<file path="src/sv/smr_pkg.sv">
// shared constants and types for the spiral order matrix reader
package smr_pkg;

   // payload and register widths
   localparam int VALUE_W     = 14;
   localparam int SIZE_W      = 4;
   localparam int CSR_DATA_W  = 32;
   localparam int CSR_ADDR_W  = 3;

   // register map: index taken from the word address bit
   localparam logic CSR_IDX_MATRIX_SIZE = 1'b0;
   localparam logic [SIZE_W-1:0] SIZE_RESET = 4'd2;
   localparam int MIN_SIDE = 2;

   // job queue and double-buffered store
   localparam int JOB_DEPTH = 2;
   localparam int JOB_PTR_W = 1;
   localparam int JOB_CNT_W = 2;
   localparam int NUM_BANKS = 2;

   // occupancy of the store banks, seen by the front end
   typedef struct packed {
      logic [JOB_CNT_W-1:0] queued;
      logic                 walking;
   } bank_occ_type;

endpackage

</file>
<file path="src/sv/smr_req_if.sv">
// input channel carrying one matrix element per beat
interface smr_req_if;
   import smr_pkg::*;

   logic               valid;
   logic               ready;
   logic [VALUE_W-1:0] element_value;

   modport source (output valid, output element_value, input ready);
   modport sink   (input valid, input element_value, output ready);
endinterface

</file>
<file path="src/sv/smr_rsp_if.sv">
// result channel carrying one spiral element per beat
interface smr_rsp_if;
   import smr_pkg::*;

   logic               valid;
   logic               ready;
   logic [VALUE_W-1:0] spiral_value;
   logic               last_of_run;

   modport source (output valid, output spiral_value, output last_of_run, input ready);
   modport sink   (input valid, input spiral_value, input last_of_run, output ready);
endinterface

</file>
<file path="src/sv/smr_front.sv">
// front end: accepts elements, writes the load bank, queues finished matrices
module smr_front #(
   parameter int SIDE_W = 4,
   parameter int ADDR_W = 6,
   parameter int CNT_W  = 7
) (
   input  logic                     clock,
   input  logic                     reset,
   smr_req_if.sink                  req_chan,
   input  logic [SIDE_W-1:0]        side,
   input  smr_pkg::bank_occ_type    occ,
   output logic                     wr_en,
   output logic [ADDR_W:0]          wr_addr,
   output logic [smr_pkg::VALUE_W-1:0] wr_data,
   output logic                     job_push,
   output logic [SIDE_W:0]          job_data
);
   import smr_pkg::*;

   localparam int TOT_W = 2 * SIDE_W;
   localparam int CMP_W = (CNT_W > TOT_W) ? CNT_W : TOT_W;

   logic [CNT_W-1:0]      load_cnt_ff, load_cnt_in;
   logic                  bank_ff, bank_in;
   logic [JOB_CNT_W:0]    busy_banks;
   logic                  accept;
   logic                  done;
   logic [CNT_W-1:0]      cnt_next;
   logic [TOT_W-1:0]      total;

   // a bank is free unless it is queued or being walked
   assign busy_banks = {1'b0, occ.queued} + {{JOB_CNT_W{1'b0}}, occ.walking};
   assign req_chan.ready = (busy_banks < (JOB_CNT_W+1)'(NUM_BANKS));
   assign accept = req_chan.valid && req_chan.ready;

   // matrix is complete once the count reaches side squared
   assign total    = TOT_W'(side) * TOT_W'(side);
   assign cnt_next = load_cnt_ff + 1'b1;
   assign done     = accept && (CMP_W'(cnt_next) >= CMP_W'(total));

   // store write, row-major into the current load bank
   assign wr_en   = accept;
   assign wr_addr = {bank_ff, load_cnt_ff[ADDR_W-1:0]};
   assign wr_data = req_chan.element_value;

   // hand the finished bank to the back end
   assign job_push = done;
   assign job_data = {bank_ff, side};

   always_comb begin
      load_cnt_in = load_cnt_ff;
      bank_in     = bank_ff;
      if (done) begin
         load_cnt_in = '0;
         bank_in     = ~bank_ff;
      end else if (accept) begin
         load_cnt_in = cnt_next;
      end
   end

   always_ff @(posedge clock) begin
      if (reset) begin
         load_cnt_ff <= '0;
         bank_ff     <= 1'b0;
      end else begin
         load_cnt_ff <= load_cnt_in;
         bank_ff     <= bank_in;
      end
   end
endmodule

</file>
<file path="src/sv/smr_job_fifo.sv">
// two-entry queue of finished matrices between front and back
module smr_job_fifo #(
   parameter int WIDTH = 5
) (
   input  logic                          clock,
   input  logic                          reset,
   input  logic                          push,
   input  logic [WIDTH-1:0]              push_data,
   input  logic                          pop,
   output logic [WIDTH-1:0]              pop_data,
   output logic [smr_pkg::JOB_CNT_W-1:0] count
);
   import smr_pkg::*;

   logic [WIDTH-1:0]     entry_ff [JOB_DEPTH];
   logic [JOB_PTR_W-1:0] wr_ptr_ff, wr_ptr_in;
   logic [JOB_PTR_W-1:0] rd_ptr_ff, rd_ptr_in;
   logic [JOB_CNT_W-1:0] count_ff, count_in;

   assign pop_data = entry_ff[rd_ptr_ff];
   assign count    = count_ff;

   // pointer and fill bookkeeping
   always_comb begin
      wr_ptr_in = push ? wr_ptr_ff + 1'b1 : wr_ptr_ff;
      rd_ptr_in = pop  ? rd_ptr_ff + 1'b1 : rd_ptr_ff;
      count_in  = count_ff;
      if (push && !pop) begin
         count_in = count_ff + 1'b1;
      end else if (pop && !push) begin
         count_in = count_ff - 1'b1;
      end
   end

   always_ff @(posedge clock) begin
      if (reset) begin
         wr_ptr_ff <= '0;
         rd_ptr_ff <= '0;
         count_ff  <= '0;
      end else begin
         wr_ptr_ff <= wr_ptr_in;
         rd_ptr_ff <= rd_ptr_in;
         count_ff  <= count_in;
      end
   end

   // entries carry payload only
   always_ff @(posedge clock) begin
      if (push) begin
         entry_ff[wr_ptr_ff] <= push_data;
      end
   end
endmodule

</file>
<file path="src/sv/smr_store.sv">
// two-bank element store, one write port and one registered read port
module smr_store #(
   parameter int MEM_AW = 7
) (
   input  logic                        clock,
   input  logic                        wr_en,
   input  logic [MEM_AW-1:0]           wr_addr,
   input  logic [smr_pkg::VALUE_W-1:0] wr_data,
   input  logic                        rd_en,
   input  logic [MEM_AW-1:0]           rd_addr,
   output logic [smr_pkg::VALUE_W-1:0] rd_data
);
   import smr_pkg::*;

   logic [VALUE_W-1:0] mem [2**MEM_AW];
   logic [VALUE_W-1:0] rd_data_ff;

   assign rd_data = rd_data_ff;

   // write port
   always_ff @(posedge clock) begin
      if (wr_en) begin
         mem[wr_addr] <= wr_data;
      end
   end

   // read port, data holds while the output stalls
   always_ff @(posedge clock) begin
      if (rd_en) begin
         rd_data_ff <= mem[rd_addr];
      end
   end
endmodule

</file>
<file path="src/sv/smr_back.sv">
// back end: walks one bank in clockwise spiral order and drives the result beats
module smr_back #(
   parameter int SIDE_W = 4,
   parameter int POS_W  = 3,
   parameter int ADDR_W = 6,
   parameter int CNT_W  = 7
) (
   input  logic                          clock,
   input  logic                          reset,
   input  logic [smr_pkg::JOB_CNT_W-1:0] job_count,
   input  logic [SIDE_W:0]               job_data,
   output logic                          job_pop,
   output logic                          walking,
   output logic                          rd_en,
   output logic [ADDR_W:0]               rd_addr,
   input  logic [smr_pkg::VALUE_W-1:0]   rd_data,
   smr_rsp_if.source                     rsp_chan
);
   import smr_pkg::*;

   localparam int PROD_W = POS_W + SIDE_W;
   localparam int TOT_W  = 2 * SIDE_W;

   typedef enum logic {ST_IDLE, ST_WALK} state_type;
   typedef enum logic [1:0] {DIR_RIGHT, DIR_DOWN, DIR_LEFT, DIR_UP} dir_type;

   state_type         state_ff, state_in;
   dir_type           dir_ff, dir_in;
   logic              bank_ff, bank_in;
   logic [SIDE_W-1:0] side_ff, side_in;
   logic [POS_W-1:0]  row_ff, row_in;
   logic [POS_W-1:0]  col_ff, col_in;
   logic [POS_W-1:0]  top_ff, top_in;
   logic [POS_W-1:0]  bottom_ff, bottom_in;
   logic [POS_W-1:0]  left_ff, left_in;
   logic [POS_W-1:0]  right_ff, right_in;
   logic [CNT_W-1:0]  remain_ff, remain_in;
   logic              out_valid_ff, out_valid_in;
   logic              out_last_ff, out_last_in;

   logic              issue;
   logic [SIDE_W-1:0] job_side;
   logic [PROD_W-1:0] row_base;
   logic [ADDR_W-1:0] cell_idx;

   // one read per free output slot
   assign issue   = (state_ff == ST_WALK) && (!out_valid_ff || rsp_chan.ready);
   assign job_pop = (state_ff == ST_IDLE) && (job_count != '0);
   assign walking = (state_ff == ST_WALK);
   assign job_side = job_data[SIDE_W-1:0];

   // row-major address of the current cell
   assign row_base = PROD_W'(row_ff) * PROD_W'(side_ff);
   assign cell_idx = ADDR_W'(row_base + PROD_W'(col_ff));
   assign rd_en    = issue;
   assign rd_addr  = {bank_ff, cell_idx};

   // result beat: data straight from the store's read register
   assign rsp_chan.valid        = out_valid_ff;
   assign rsp_chan.spiral_value = rd_data;
   assign rsp_chan.last_of_run  = out_last_ff;

   // walker and sequencer next state
   always_comb begin
      state_in  = state_ff;
      dir_in    = dir_ff;
      bank_in   = bank_ff;
      side_in   = side_ff;
      row_in    = row_ff;
      col_in    = col_ff;
      top_in    = top_ff;
      bottom_in = bottom_ff;
      left_in   = left_ff;
      right_in  = right_ff;
      remain_in = remain_ff;

      unique case (state_ff)
         ST_IDLE: begin
            if (job_pop) begin
               bank_in   = job_data[SIDE_W];
               side_in   = job_side;
               row_in    = '0;
               col_in    = '0;
               top_in    = '0;
               left_in   = '0;
               bottom_in = POS_W'(job_side - 1'b1);
               right_in  = POS_W'(job_side - 1'b1);
               dir_in    = DIR_RIGHT;
               remain_in = CNT_W'(TOT_W'(job_side) * TOT_W'(job_side));
               state_in  = ST_WALK;
            end
         end
         ST_WALK: begin
            if (issue) begin
               remain_in = remain_ff - 1'b1;
               if (remain_ff == CNT_W'(1)) begin
                  state_in = ST_IDLE;
               end
               // step along the ring, turning and shrinking at each corner
               unique case (dir_ff)
                  DIR_RIGHT: begin
                     if (col_ff < right_ff) begin
                        col_in = col_ff + 1'b1;
                     end else begin
                        top_in = top_ff + 1'b1;
                        dir_in = DIR_DOWN;
                        row_in = row_ff + 1'b1;
                     end
                  end
                  DIR_DOWN: begin
                     if (row_ff < bottom_ff) begin
                        row_in = row_ff + 1'b1;
                     end else begin
                        right_in = right_ff - 1'b1;
                        dir_in   = DIR_LEFT;
                        col_in   = col_ff - 1'b1;
                     end
                  end
                  DIR_LEFT: begin
                     if (col_ff > left_ff) begin
                        col_in = col_ff - 1'b1;
                     end else begin
                        bottom_in = bottom_ff - 1'b1;
                        dir_in    = DIR_UP;
                        row_in    = row_ff - 1'b1;
                     end
                  end
                  DIR_UP: begin
                     if (row_ff > top_ff) begin
                        row_in = row_ff - 1'b1;
                     end else begin
                        left_in = left_ff + 1'b1;
                        dir_in  = DIR_RIGHT;
                        col_in  = col_ff + 1'b1;
                     end
                  end
               endcase
            end
         end
      endcase
   end

   // output slot: filled on a read, emptied when the beat is taken
   always_comb begin
      out_valid_in = out_valid_ff;
      out_last_in  = out_last_ff;
      if (issue) begin
         out_valid_in = 1'b1;
         out_last_in  = (remain_ff == CNT_W'(1));
      end else if (rsp_chan.ready) begin
         out_valid_in = 1'b0;
      end
   end

   always_ff @(posedge clock) begin
      if (reset) begin
         state_ff     <= ST_IDLE;
         out_valid_ff <= 1'b0;
      end else begin
         state_ff     <= state_in;
         out_valid_ff <= out_valid_in;
      end
      dir_ff      <= dir_in;
      bank_ff     <= bank_in;
      side_ff     <= side_in;
      row_ff      <= row_in;
      col_ff      <= col_in;
      top_ff      <= top_in;
      bottom_ff   <= bottom_in;
      left_ff     <= left_in;
      right_ff    <= right_in;
      remain_ff   <= remain_in;
      out_last_ff <= out_last_in;
   end
endmodule

</file>
<file path="src/sv/spiral_order_matrix_reader.sv">
// top level: takes one element per beat, returns side*side beats in spiral order per matrix
// input: one element per cycle while a store bank is free; two banks let a load overlap a walk
// throughput: one spiral beat per cycle while the consumer takes them, set by the read port
// reset: clears load count, load bank pointer, job queue and output valid; size reads back 2
// reset: the element store itself is not cleared and needs no clearing pass
module spiral_order_matrix_reader #(
   parameter int MAX_SIDE = 8
) (
   input  logic                           clock,
   input  logic                           reset,
   smr_req_if.sink                        req_chan,
   smr_rsp_if.source                      rsp_chan,
   input  logic                           csr_psel,
   input  logic                           csr_penable,
   input  logic                           csr_pwrite,
   input  logic [smr_pkg::CSR_ADDR_W-1:0] csr_paddr,
   input  logic [smr_pkg::CSR_DATA_W-1:0] csr_pwdata,
   output logic [smr_pkg::CSR_DATA_W-1:0] csr_prdata,
   output logic                           csr_pready
);
   import smr_pkg::*;

   localparam int SIDE_W = $clog2(MAX_SIDE + 1);
   localparam int POS_W  = (MAX_SIDE > 1) ? $clog2(MAX_SIDE) : 1;
   localparam int CELLS  = MAX_SIDE * MAX_SIDE;
   localparam int ADDR_W = $clog2(CELLS);
   localparam int CNT_W  = $clog2(CELLS + 1);

   logic [SIZE_W-1:0]    matrix_size_ff, matrix_size_in;
   logic                 csr_idx;
   logic                 csr_wr;
   logic [SIDE_W-1:0]    side;
   bank_occ_type         occ;
   logic                 wr_en;
   logic [ADDR_W:0]      wr_addr;
   logic [VALUE_W-1:0]   wr_data;
   logic                 rd_en;
   logic [ADDR_W:0]      rd_addr;
   logic [VALUE_W-1:0]   rd_data;
   logic                 job_push;
   logic [SIDE_W:0]      job_push_data;
   logic                 job_pop;
   logic [SIDE_W:0]      job_pop_data;
   logic [JOB_CNT_W-1:0] job_count;
   logic                 walking;

   // register port: one register, written in the access phase
   assign csr_idx    = csr_paddr[CSR_ADDR_W-1];
   assign csr_pready = 1'b1;
   assign csr_wr     = csr_psel && csr_penable && csr_pwrite && csr_pready &&
                       (csr_idx == CSR_IDX_MATRIX_SIZE);
   assign csr_prdata = (csr_idx == CSR_IDX_MATRIX_SIZE) ? CSR_DATA_W'(matrix_size_ff) : '0;
   assign matrix_size_in = csr_wr ? csr_pwdata[SIZE_W-1:0] : matrix_size_ff;

   always_ff @(posedge clock) begin
      if (reset) begin
         matrix_size_ff <= SIZE_RESET;
      end else begin
         matrix_size_ff <= matrix_size_in;
      end
   end

   // side in force, clamped to the supported range
   always_comb begin
      if (32'(matrix_size_ff) < MIN_SIDE) begin
         side = SIDE_W'(MIN_SIDE);
      end else if (32'(matrix_size_ff) > MAX_SIDE) begin
         side = SIDE_W'(MAX_SIDE);
      end else begin
         side = SIDE_W'(matrix_size_ff);
      end
   end

   assign occ.queued  = job_count;
   assign occ.walking = walking;

   smr_front #(
      .SIDE_W (SIDE_W),
      .ADDR_W (ADDR_W),
      .CNT_W  (CNT_W)
   ) u_front (
      .clock    (clock),
      .reset    (reset),
      .req_chan (req_chan),
      .side     (side),
      .occ      (occ),
      .wr_en    (wr_en),
      .wr_addr  (wr_addr),
      .wr_data  (wr_data),
      .job_push (job_push),
      .job_data (job_push_data)
   );

   smr_job_fifo #(
      .WIDTH (SIDE_W + 1)
   ) u_job_fifo (
      .clock     (clock),
      .reset     (reset),
      .push      (job_push),
      .push_data (job_push_data),
      .pop       (job_pop),
      .pop_data  (job_pop_data),
      .count     (job_count)
   );

   smr_store #(
      .MEM_AW (ADDR_W + 1)
   ) u_store (
      .clock   (clock),
      .wr_en   (wr_en),
      .wr_addr (wr_addr),
      .wr_data (wr_data),
      .rd_en   (rd_en),
      .rd_addr (rd_addr),
      .rd_data (rd_data)
   );

   smr_back #(
      .SIDE_W (SIDE_W),
      .POS_W  (POS_W),
      .ADDR_W (ADDR_W),
      .CNT_W  (CNT_W)
   ) u_back (
      .clock     (clock),
      .reset     (reset),
      .job_count (job_count),
      .job_data  (job_pop_data),
      .job_pop   (job_pop),
      .walking   (walking),
      .rd_en     (rd_en),
      .rd_addr   (rd_addr),
      .rd_data   (rd_data),
      .rsp_chan  (rsp_chan)
   );
endmodule

</file>
<file path="src/flat_wrapper.sv">
// flat-port wrapper written by rule: the top's interface ports become plain ports
module spiral_order_matrix_reader_flat import smr_pkg::*;
#(
   parameter int MAX_SIDE = 8
)
  (clock, reset, csr_psel, csr_penable, csr_pwrite, csr_paddr, csr_pwdata, csr_prdata, csr_pready, req_chan_valid, req_chan_element_value, req_chan_ready, rsp_chan_valid, rsp_chan_spiral_value, rsp_chan_last_of_run, rsp_chan_ready);
  smr_req_if req_chan_i ();
  smr_rsp_if rsp_chan_i ();
  input  logic clock;
  input  logic reset;
  input  logic csr_psel;
  input  logic csr_penable;
  input  logic csr_pwrite;
  input  logic [smr_pkg::CSR_ADDR_W-1:0] csr_paddr;
  input  logic [smr_pkg::CSR_DATA_W-1:0] csr_pwdata;
  output logic [smr_pkg::CSR_DATA_W-1:0] csr_prdata;
  output logic csr_pready;
  input wire logic [$bits(req_chan_i.valid)-1:0] req_chan_valid;
  input wire logic [$bits(req_chan_i.element_value)-1:0] req_chan_element_value;
  output wire logic [$bits(req_chan_i.ready)-1:0] req_chan_ready;
  output wire logic [$bits(rsp_chan_i.valid)-1:0] rsp_chan_valid;
  output wire logic [$bits(rsp_chan_i.spiral_value)-1:0] rsp_chan_spiral_value;
  output wire logic [$bits(rsp_chan_i.last_of_run)-1:0] rsp_chan_last_of_run;
  input wire logic [$bits(rsp_chan_i.ready)-1:0] rsp_chan_ready;
  assign req_chan_i.valid = req_chan_valid;
  assign req_chan_i.element_value = req_chan_element_value;
  assign req_chan_ready = req_chan_i.ready;
  assign rsp_chan_valid = rsp_chan_i.valid;
  assign rsp_chan_spiral_value = rsp_chan_i.spiral_value;
  assign rsp_chan_last_of_run = rsp_chan_i.last_of_run;
  assign rsp_chan_i.ready = rsp_chan_ready;
  spiral_order_matrix_reader #(.MAX_SIDE(MAX_SIDE)) u_core (.clock(clock), .reset(reset), .req_chan(req_chan_i), .rsp_chan(rsp_chan_i), .csr_psel(csr_psel), .csr_penable(csr_penable), .csr_pwrite(csr_pwrite), .csr_paddr(csr_paddr), .csr_pwdata(csr_pwdata), .csr_prdata(csr_prdata), .csr_pready(csr_pready));
endmodule
</file>
<file path="config.mk">
export PLATFORM = sky130hd
export DESIGN_NAME = spiral_order_matrix_reader_flat
export DESIGN_NICKNAME = d
export VERILOG_FILES = /design/src/sv/smr_pkg.sv /design/src/sv/smr_req_if.sv /design/src/sv/smr_rsp_if.sv /design/src/sv/smr_front.sv /design/src/sv/smr_job_fifo.sv /design/src/sv/smr_store.sv /design/src/sv/smr_back.sv /design/src/sv/spiral_order_matrix_reader.sv /design/src/flat_wrapper.sv
export SDC_FILE = /design/constraint.sdc
export NUM_CORES = 1
export LEC_CHECK = 0
export BUFFER_PORTS_ARGS = -buffer_cell sky130_fd_sc_hd__buf_2
export CORE_AREA = 4 4 365 367
export DETAILED_ROUTE_END_ITERATION = 8
export DIE_AREA = 0 0 369 371
export PLACE_DENSITY = 0.73
export SLEW_MARGIN = 0
export SYNTH_ARGS = -nofsm -noshare
export SYNTH_HDL_FRONTEND = slang
export SYNTH_SLANG_ARGS = --single-unit
</file>
<file path="constraint.sdc">
create_clock -name clock -period 5.1 [get_ports clock]
set_input_delay 0.51 -clock clock [delete_from_list [all_inputs] [get_ports clock]]
set_output_delay 0.51 -clock clock [all_outputs]
set_load 0.02 [all_outputs]
</file>
# Word-level counts from Yosys, hierarchy flattened
# Memory sizes are Yosys's and may differ from the RTL's. A register that Yosys moved wholly into a read port is not among the register bits.
# Cells that the tools add are included.
# word_totals
register_bits	51
mem_bits_rw	1802
inputBits	56
output_inout_bits	50
n_memories	2
# classes
addsub	17
n_mul	3
order_cmp	8
eq_ne	22
mux	60
bitwise_logic	3
reduce_logical	27
# mem_list
name	words	word_bits	read_ports	rd_ports_with_merged_regs	wr	line_no	source
u_core.u_store.mem	128	14	1	1	1	smr_store.sv:15	logic [VALUE_W-1:0] mem [2**MEM_AW];
u_core.u_job_fifo.entry_ff	2	5	1	1	1	smr_job_fifo.sv:15	logic [WIDTH-1:0] entry_ff [JOB_DEPTH];
# ops
op	count
$mux 3	24
$pmux 3 s2	6
$ne 3x3->1 const B	8
$pmux 3 s4	2
$reduce_and 6->1	3
$mux 2	8
$reduce_and 4->1	4
$sub 3x1->3 const B	5
$mux 7	2
$pmux 7 s2	1
$add 3x1->3 const B	4
$mux 4	3
$ne 2x1->1 const B	6
$mux 1	11
$logic_and 1x1->1	9
$ge 7x8->1	1
$mul 4x4->8	1
$ne 2x2->1 const B	4
$pmux 2 s4	1
$add 7x1->7 const B	1
$eq 7x1->1 const B	1
$mul 4x4->7	1
$sub 7x1->7 const B	1
$add 6x3->6	1
other kinds (21)	32

# Depth between registers and ports, before layout
# Gate-level depths: netlist of run 1.
# depth
ltp_word	10
depth_mapped	17

# By module
# Synthesis of run 1 repeated with hierarchy kept, for this count alone.
# unflattened
cells_unflattened	3187
area_unflattened_um2	73681.9
# modules_own_cells
module	n_inst	cells_each	area_each_um2
smr_store	1	2723	68988.7
smr_back	1	263	2715.1
smr_front	1	107	954.7
smr_job_fifo	1	35	551.8
spiral_order_matrix_reader	1	59	471.7

# Least setup slack after synthesis of run 1
# Ideal clock, no wire load.
# synth_path
path_type	reg2reg
from	register u_core.u_back.row_ff[0]
to	register u_core.u_store.rd_data_ff[10], in the netlist u_core.u_store.rd_data[10], read port of u_core.u_store.mem (data pin)
setup_ps	256
t_arrival_ps	3878
required_time_ps	4844
setup_slack_ps	966
stages_incl_launch_ff	16
path_buffers	2
cell_sequence	edfxtp_1 -> and2_1 -> fa_1 -> inv_1 -> fa_1 -> inv_1 -> ha_1 -> and3_4 -> or3_4 -> nand2_2 -> buf_6 -> buf_4 -> mux4_2 -> o22ai_1 -> nor2_1 -> and4b_1
# synth_between
elab_chain_len	2
# synth_lines
element	line_no	source
start, declared	smr_back.sv:31	logic [POS_W-1:0] row_ff, row_in;
start signal, assigned	smr_back.sv:166	row_ff <= row_in;
$mul 3x4->6	smr_back.sv:53	assign row_base = PROD_W'(row_ff) * PROD_W'(side_ff);
$add 6x3->6	smr_back.sv:54	assign cell_idx = ADDR_W'(row_base + PROD_W'(col_ff));
end, declared	smr_store.sv:16	logic [VALUE_W-1:0] rd_data_ff;
# No other way between the ends.
# A chain may end at the register's enable or synchronous reset.

# Worst setup path in the final report of run 1
# layout_path
from	register u_core.u_back.side_ff[2]
to	register u_core.u_store.rd_data_ff[11], in the netlist u_core.u_store.rd_data[11], read port of u_core.u_store.mem (data pin)
# layout_between
elab_chain_len	2
# layout_lines
element	line_no	source
start, declared	smr_back.sv:30	logic [SIDE_W-1:0] side_ff, side_in;
start signal, assigned	smr_back.sv:165	side_ff <= side_in;
$mul 3x4->6	smr_back.sv:53	
$add 6x3->6	smr_back.sv:54	
# No other way between the ends.

==> flow_summary.json, run 1 <==
{
  "worstMarginPinSlew_ps": 1120,
  "rr_startpoint": "u_core.u_back.side_ff[2]",
  "rr_endpoint": "u_core.u_store.rd_data[11]",
  "syn_inst": 3447,
  "htree_levels": 4,
  "routed_via_density": 6.35,
  "max_freq_mhz": 206,
  "path_max_fanout": 31,
  "syn_area_per_cell_um2": 21.4,
  "whs_path_depth": 3,
  "final_util": 0.639,
  "synthTopCellsByArea": "edfxtp_1, mux4_2, nor2_1",
  "netlist_area_mm2": 0.0736,
  "clkSinkCount": 1868,
  "cts_tree": "done",
  "area_growth_syn_to_layout_pct": 12.4,
  "startpoint_type": "flop",
  "yosysWarnings": 0,
  "async_flop_share": 0,
  "setup_ws_ps": 237,
  "dieArea_mm2": 0.137,
  "synth_edf_count": 1849,
  "cp_slowest_cell": "mux4_2",
  "dieHeight_um": 371,
  "synth_compound_area_frac": 0.0129,
  "ioPinCount": 106,
  "finalSetupTns_ps": 0,
  "clk_pin_slew_ps": 60,
  "placed_area_mm2": 0.0770,
  "place_hpwl_um": 96500,
  "r2r_cells": 14,
  "worstPathArrival_ps": 5420,
  "core_area_mm2": 0.129,
  "crit_type": "flop to flop",
  "grt_pass1_vias": 35800,
  "drc": 0,
  "crit_path_end_kind": "flop",
  "synth_top_area_share": 0.754,
  "ys_types": 61,
  "synth_most_common_cell": "edfxtp_1",
  "num_rows": 132,
  "seq_area_frac_synth": 0.759,
  "synth_ff_type": "edfxtp_1",
  "cts_buffers": 181,
  "clockRootBuffer": "clkbuf_16",
  "required_ps": 5660,
  "synth_top_family_by_area": "multiplexers",
  "port_buffers": 46,
  "cts_setup_buffers": 0,
  "cap_violations": 0,
  "antenna_found_initial": 6,
  "outcome": "finished, final reports clean",
  "hp-class": "primary input to flop",
  "ys_top_cells_by_count": "edfxtp_1, mux4_2, nor2_1",
  "grt_overflow": 0,
  "synth-xor-area-share": 0.00496,
  "path_cells": "and2_1 > fa_1 > inv_1 > fa_1 > inv_1 > ha_1 > and3_4 > or3_4 > nand2_8 > buf_12 > mux4_2 > o22ai_1 > nor2_1 > and4b_1",
  "die_width_um": 369,
  "start_util": 0.569,
  "drt-initial-drc-count": 4716,
  "synth_fa_ha_area_frac": 0.00962,
  "track_usage": 0.245,
  "ant_nets": 0,
  "yosysTopAreaCell": "edfxtp_1",
  "cpPeakStageDelay_ps": 630,
  "synth_mux_area_frac": 0.163,
  "final.min_clock_period_ps": 4860,
  "relSlewSlack": 0.251,
  "grt_max_degree": 81,
  "fin_crit_sh": 0.953,
  "fin_area_mm2": 0.0828,
  "drv_slew": 0,
  "first_pass_iters": 5,
  "setup_viol": 0,
  "finalHoldViolCount": 0,
  "grt_pass1_wl_um": 244000,
  "layout-drive-gt1-share": 0.280,
  "post-place-ws_ps": 296,
  "max-clock-path-buffers": 3,
  "wirelength_um": 164000,
  "ys_ff_latch": 1868,
  "dr_total_vias": 35600,
  "wl_per_cell_um": 29.4,
  "rsz0062_at_grt": "false",
  "routabilityCongestion": 0.874,
  "hold_path_end": "u_core.matrix_size_ff[1]",
  "finalClockSkew_ps": 38.0,
  "clock_latency_ps": 810,
  "rrSetupSlack_ps": 240,
  "hp-start": "csr_pwdata[1]",
  "yosys.area_share.simple": 0.0327,
  "final_nets": 3812
}
## worst max-delay path: cells and delay by family, from the launching register on
kind | cells | cell delay, ps
simple gates | 6 | 1470
fa+ha+maj | 3 | 1340
mux | 1 | 630
flops | 1 | 390
buf+inv | 3 | 380
compound gates | 1 | 370
## final cells by class
cell class,count,area [um2]
diodes,4,10.0
clock buffers,233,4850
clock inverters,99,880
fillers,8439,46700
inverters,36,135
multi-input cells,1358,16700
flip-flops and latches,1868,55900
well taps,1742,2180
repair buffers,258,2100
## worst max-delay path by stage
stage | startpoint | to | depth (start not counted)
finish | u_core.u_back.side_ff[2] | u_core.u_store.rd_data[11] | 14
global route | u_core.u_back.side_ff[2] | u_core.u_store.rd_data[11] | 14
CTS | u_core.u_back.side_ff[2] | u_core.u_store.rd_data[11] | 14
detailed placement | u_core.u_back.side_ff[2] | u_core.u_store.rd_data[1] | 14
global placement | u_core.u_back.side_ff[2] | u_core.u_store.rd_data[1] | 14
floorplan | u_core.u_back.row_ff[0] | u_core.u_store.rd_data[10] | 15
## through the flow
stage          hold slack (ps)  std cells
2_1_floorplan              424       3476
3_3_place_gp               479       5258
3_5_place_dp               483       5258
4_1_cts                   10.2       5594
5_1_grt                   35.6       5594
6_report                  93.1       5598
## metal layers
metal,track usage,routed length (um)
met4,0.0748,5020
met1,0.365,66200
met2,0.372,77500
met5,0,0
met3,0.0544,15700
## cell usage in the layout, fill, tap and decap left out, types with 20 or more instances in the layout
| master | Yosys | layout |
|---|---|---|
| ha_1 | 47 | 45 |
| xor2_1 | 20 | 20 |
| o22ai_1 | 41 | 41 |
| nand4_1 | 41 | 41 |
| clkbuf_16 | 0 | 187 |
| a211oi_1 | 28 | 28 |
| clkbuf_1 | 103 | 46 |
| buf_4 | 46 | 203 |
| clkinv_1 | 0 | 53 |
| nor2_2 | 0 | 21 |
| edfxtp_1 | 1849 | 1849 |
| conb_1 | 2 | 31 |
| buf_2 | 49 | 32 |
| mux2_2 | 60 | 60 |
| nor2_1 | 214 | 193 |
| mux2i_1 | 33 | 33 |
| inv_1 | 36 | 36 |
| mux4_2 | 489 | 489 |
| nand2_1 | 125 | 125 |
| nand3_1 | 22 | 22 |
| and2_1 | 22 | 21 |
## state kept, by name, indices dropped and copies added, names as in the netlist, 4 cells and up, named ones only
| signal | cells |
|---|---|
| u_core.matrix_size_ff | 4 |
| u_core.u_back.remain_ff | 7 |
| u_core.u_back.side_ff | 4 |
| u_core.u_front.load_cnt_ff | 7 |
| u_core.u_job_fifo.entry_ff | 10 |
| u_core.u_store.mem | 1792 |
| u_core.u_store.rd_data | 14 |
## cell families (layout without fill, tap and decap cells)
group	Yosys count	count (layout)
other	2	35
adder cells (fa/ha/maj)	53	53
AND/OR/NAND/NOR	509	509
AO/OA/AOI/OAI	143	143
XOR/XNOR	40	40
multiplexers	582	582
buffers and inverters	250	626
flip-flops	1868	1868
## timing repair
item,4_1_cts,5_1_grt
hold buffers,4,0
endpoints found under the hold margin,4,0
resized for setup,0,0
endpoints found under the setup margin,0,0
Power of run 1 is left out: the tool's default activity adds up to more than one toggle a clock period on the data nets, which glitch-free logic cannot reach.
==> inputs of run 2 (changes only) <==
Settings changed: CORE_AREA 4 4 365 367 to 2 2 363 365, DIE_AREA 0 0 369 371 to 0 0 365 367, PLACE_DENSITY 0.73 to 0.72, SLEW_MARGIN 0 to 25.
==> run 2 against run 1 <==
Effect of this change: non-clock buffer count rose by 15; critical path depth unchanged; wire length decreased by 0.99%; worst hold slack got worse by 24 ps; utilization shrank 0.26 points; die area decreased by 2.2%; global-route usage increased by 0.23 points; worst setup slack better by 49 ps; fmax grew 1.0%; final area increased by 0.34%; flip-flop and latch count unchanged; cell count increased by 0.50%; critical endpoint is now u_core.u_store.rd_data[7]; highest routed layer is now met5.
==> flow_summary.json, run 2 (synthesis gave the netlist of run 1 again) <==
{
  "clock_latency_ps": 820,
  "wl_per_cell_um": 28.9,
  "required_ps": 5680,
  "drv_slew": 0,
  "grt_overflow": 0,
  "ant_nets": 0,
  "port_buffers": 46,
  "num_rows": 133,
  "start_util": 0.564,
  "rrSetupSlack_ps": 290,
  "crit_path_end_kind": "flop",
  "ioPinCount": 106,
  "multi_input_area_mm2": 0.0167,
  "dr_total_vias": 35500,
  "track_usage": 0.248,
  "max-clock-path-buffers": 3,
  "place_hpwl_um": 97000,
  "max_freq_mhz": 208,
  "cts_resized": 0,
  "relSlewSlack": 0.325,
  "hold_path_end": "u_core.u_job_fifo.rd_ptr_ff",
  "final.min_clock_period_ps": 4810,
  "core_area_mm2": 0.130,
  "fin_crit_sh": 0.944,
  "clk_pin_slew_ps": 60,
  "rr_startpoint": "u_core.u_back.row_ff[0]",
  "rr_endpoint": "u_core.u_store.rd_data[7]",
  "fillers": 8634,
  "grt_max_degree": 93,
  "setup_viol": 0,
  "worstMarginPinSlew_ps": 1010,
  "layout-drive-gt1-share": 0.285,
  "final_common_cell": "edfxtp_1",
  "cts_buffers": 181,
  "clockRootBuffer": "clkbuf_16",
  "hp-class": "primary input to flop",
  "path_max_fanout": 15,
  "outcome": "finished, final reports clean",
  "first_pass_iters": 5,
  "wirelength_um": 163000,
  "worstPathArrival_ps": 5390,
  "startpoint_type": "flop",
  "drt-initial-drc-count": 4472,
  "crit_type": "flop to flop",
  "r2r_cells": 14,
  "finalClockSkew_ps": 36.7,
  "hp-start": "reset",
  "routed_via_density": 6.31,
  "antenna_found_initial": 7,
  "final_nets": 3827,
  "regMostFlops": "u_core.u_store.mem",
  "grt_pass1_wl_um": 239000,
  "finalSetupTns_ps": 0,
  "die_width_um": 365,
  "drc": 0,
  "cap_violations": 0,
  "largest_reg_flops": 1792,
  "routabilityCongestion": 0.863,
  "area_growth_syn_to_layout_pct": 12.8,
  "dieHeight_um": 367,
  "grt_pass1_vias": 35300,
  "final_cell_mix": "edfxtp_1, mux4_2, buf_4",
  "whs_path_depth": 2,
  "cts_tree": "done",
  "finalHoldViolCount": 0,
  "seq_area_mm2": 0.0559,
  "clkSinkCount": 1868,
  "dieArea_mm2": 0.134,
  "htree_levels": 4,
  "rsz0062_at_grt": "false"
}
[run 2: changes by cell type in the layout (fill, tap and decap cells not counted), sizes merged, moves of 2 or more]
| cell | previous run | this run |
|---|---|---|
| clkbuf | 233 | 225 |
| buf | 254 | 268 |
| bufinv | 14 | 18 |
| clkinvlp | 2 | 4 |
| clkinv | 78 | 81 |
| diode | 4 | 2 |
[run 2: worst max-delay path by stage]
stage | start | endpoint | slack (ps) | cells past startpoint
6_report | u_core.u_back.row_ff[0] | u_core.u_store.rd_data[7] | 290 | 14
3_5_place_dp | u_core.u_back.row_ff[0] | u_core.u_store.rd_data[7] | 350 | 14
2_1_floorplan | u_core.u_back.row_ff[0] | u_core.u_store.rd_data[10] | 970 | 15
3_3_place_gp | u_core.u_back.row_ff[0] | u_core.u_store.rd_data[5] | 380 | 15
4_1_cts | u_core.u_back.row_ff[0] | u_core.u_store.rd_data[5] | 300 | 15
5_1_grt | u_core.u_back.row_ff[0] | u_core.u_store.rd_data[13] | 100 | 14
[run 2: timing repair]
action | CTS | global route
endpoints found under the setup margin | 0 | 0
buffers inserted | 0 | 0
hold endpoints to repair | 5 | 0
hold buffers | 5 | 0
[run 2: stage by stage]
step / utilization / hold WS, ps / worst slack [ps] / area (um2) / std cells
global route: 0.636 / 38.9 / 101 / 83000 / 5624
detailed placement: 0.591 / 492 / 347 / 77100 / 5283
global placement: 0.591 / 477 / 378 / 77100 / 5283
floorplan: - / 424 / 966 / 73700 / 3476
finish: 0.636 / 68.6 / 286 / 83000 / 5626
CTS: 0.636 / 8.96 / 301 / 83000 / 5622
[run 2: cell type report]
class	instances	area share
sequential	1868	0.673
multi-input combinational	1358	0.201
clock buffer	225	0.0577
timing repair buffer	273	0.0278
tap	1755	0.0264
clock inverter	109	0.0125
inverter	36	0.00163
antenna	2	0.0000603
[run 2: layer usage]
| layer | track usage | up-vias | wire length [um] |
|---|---|---|---|
| met4 | 0.0807 | 2 | 5040 |
| met3 | 0.0515 | 240 | 15200 |
| li1 | - | 14800 | - |
| met5 | 0 | - | 16 |
| met1 | 0.369 | 18700 | 65600 |
| met2 | 0.374 | 1796 | 77000 |
[run 2: critical path, cell delays in order, from the launching register on]
cell,delay (ps)
edfxtp_1,480
and2_1,210
fa_1,540
inv_1,50
fa_1,530
inv_1,70
ha_1,270
and3_4,180
or3_4,410
nand2_8,230
buf_12,200
mux4_2,590
o22ai_1,340
nor2_1,200
and4b_1,250
Power of run 2 is left out for the same reason.
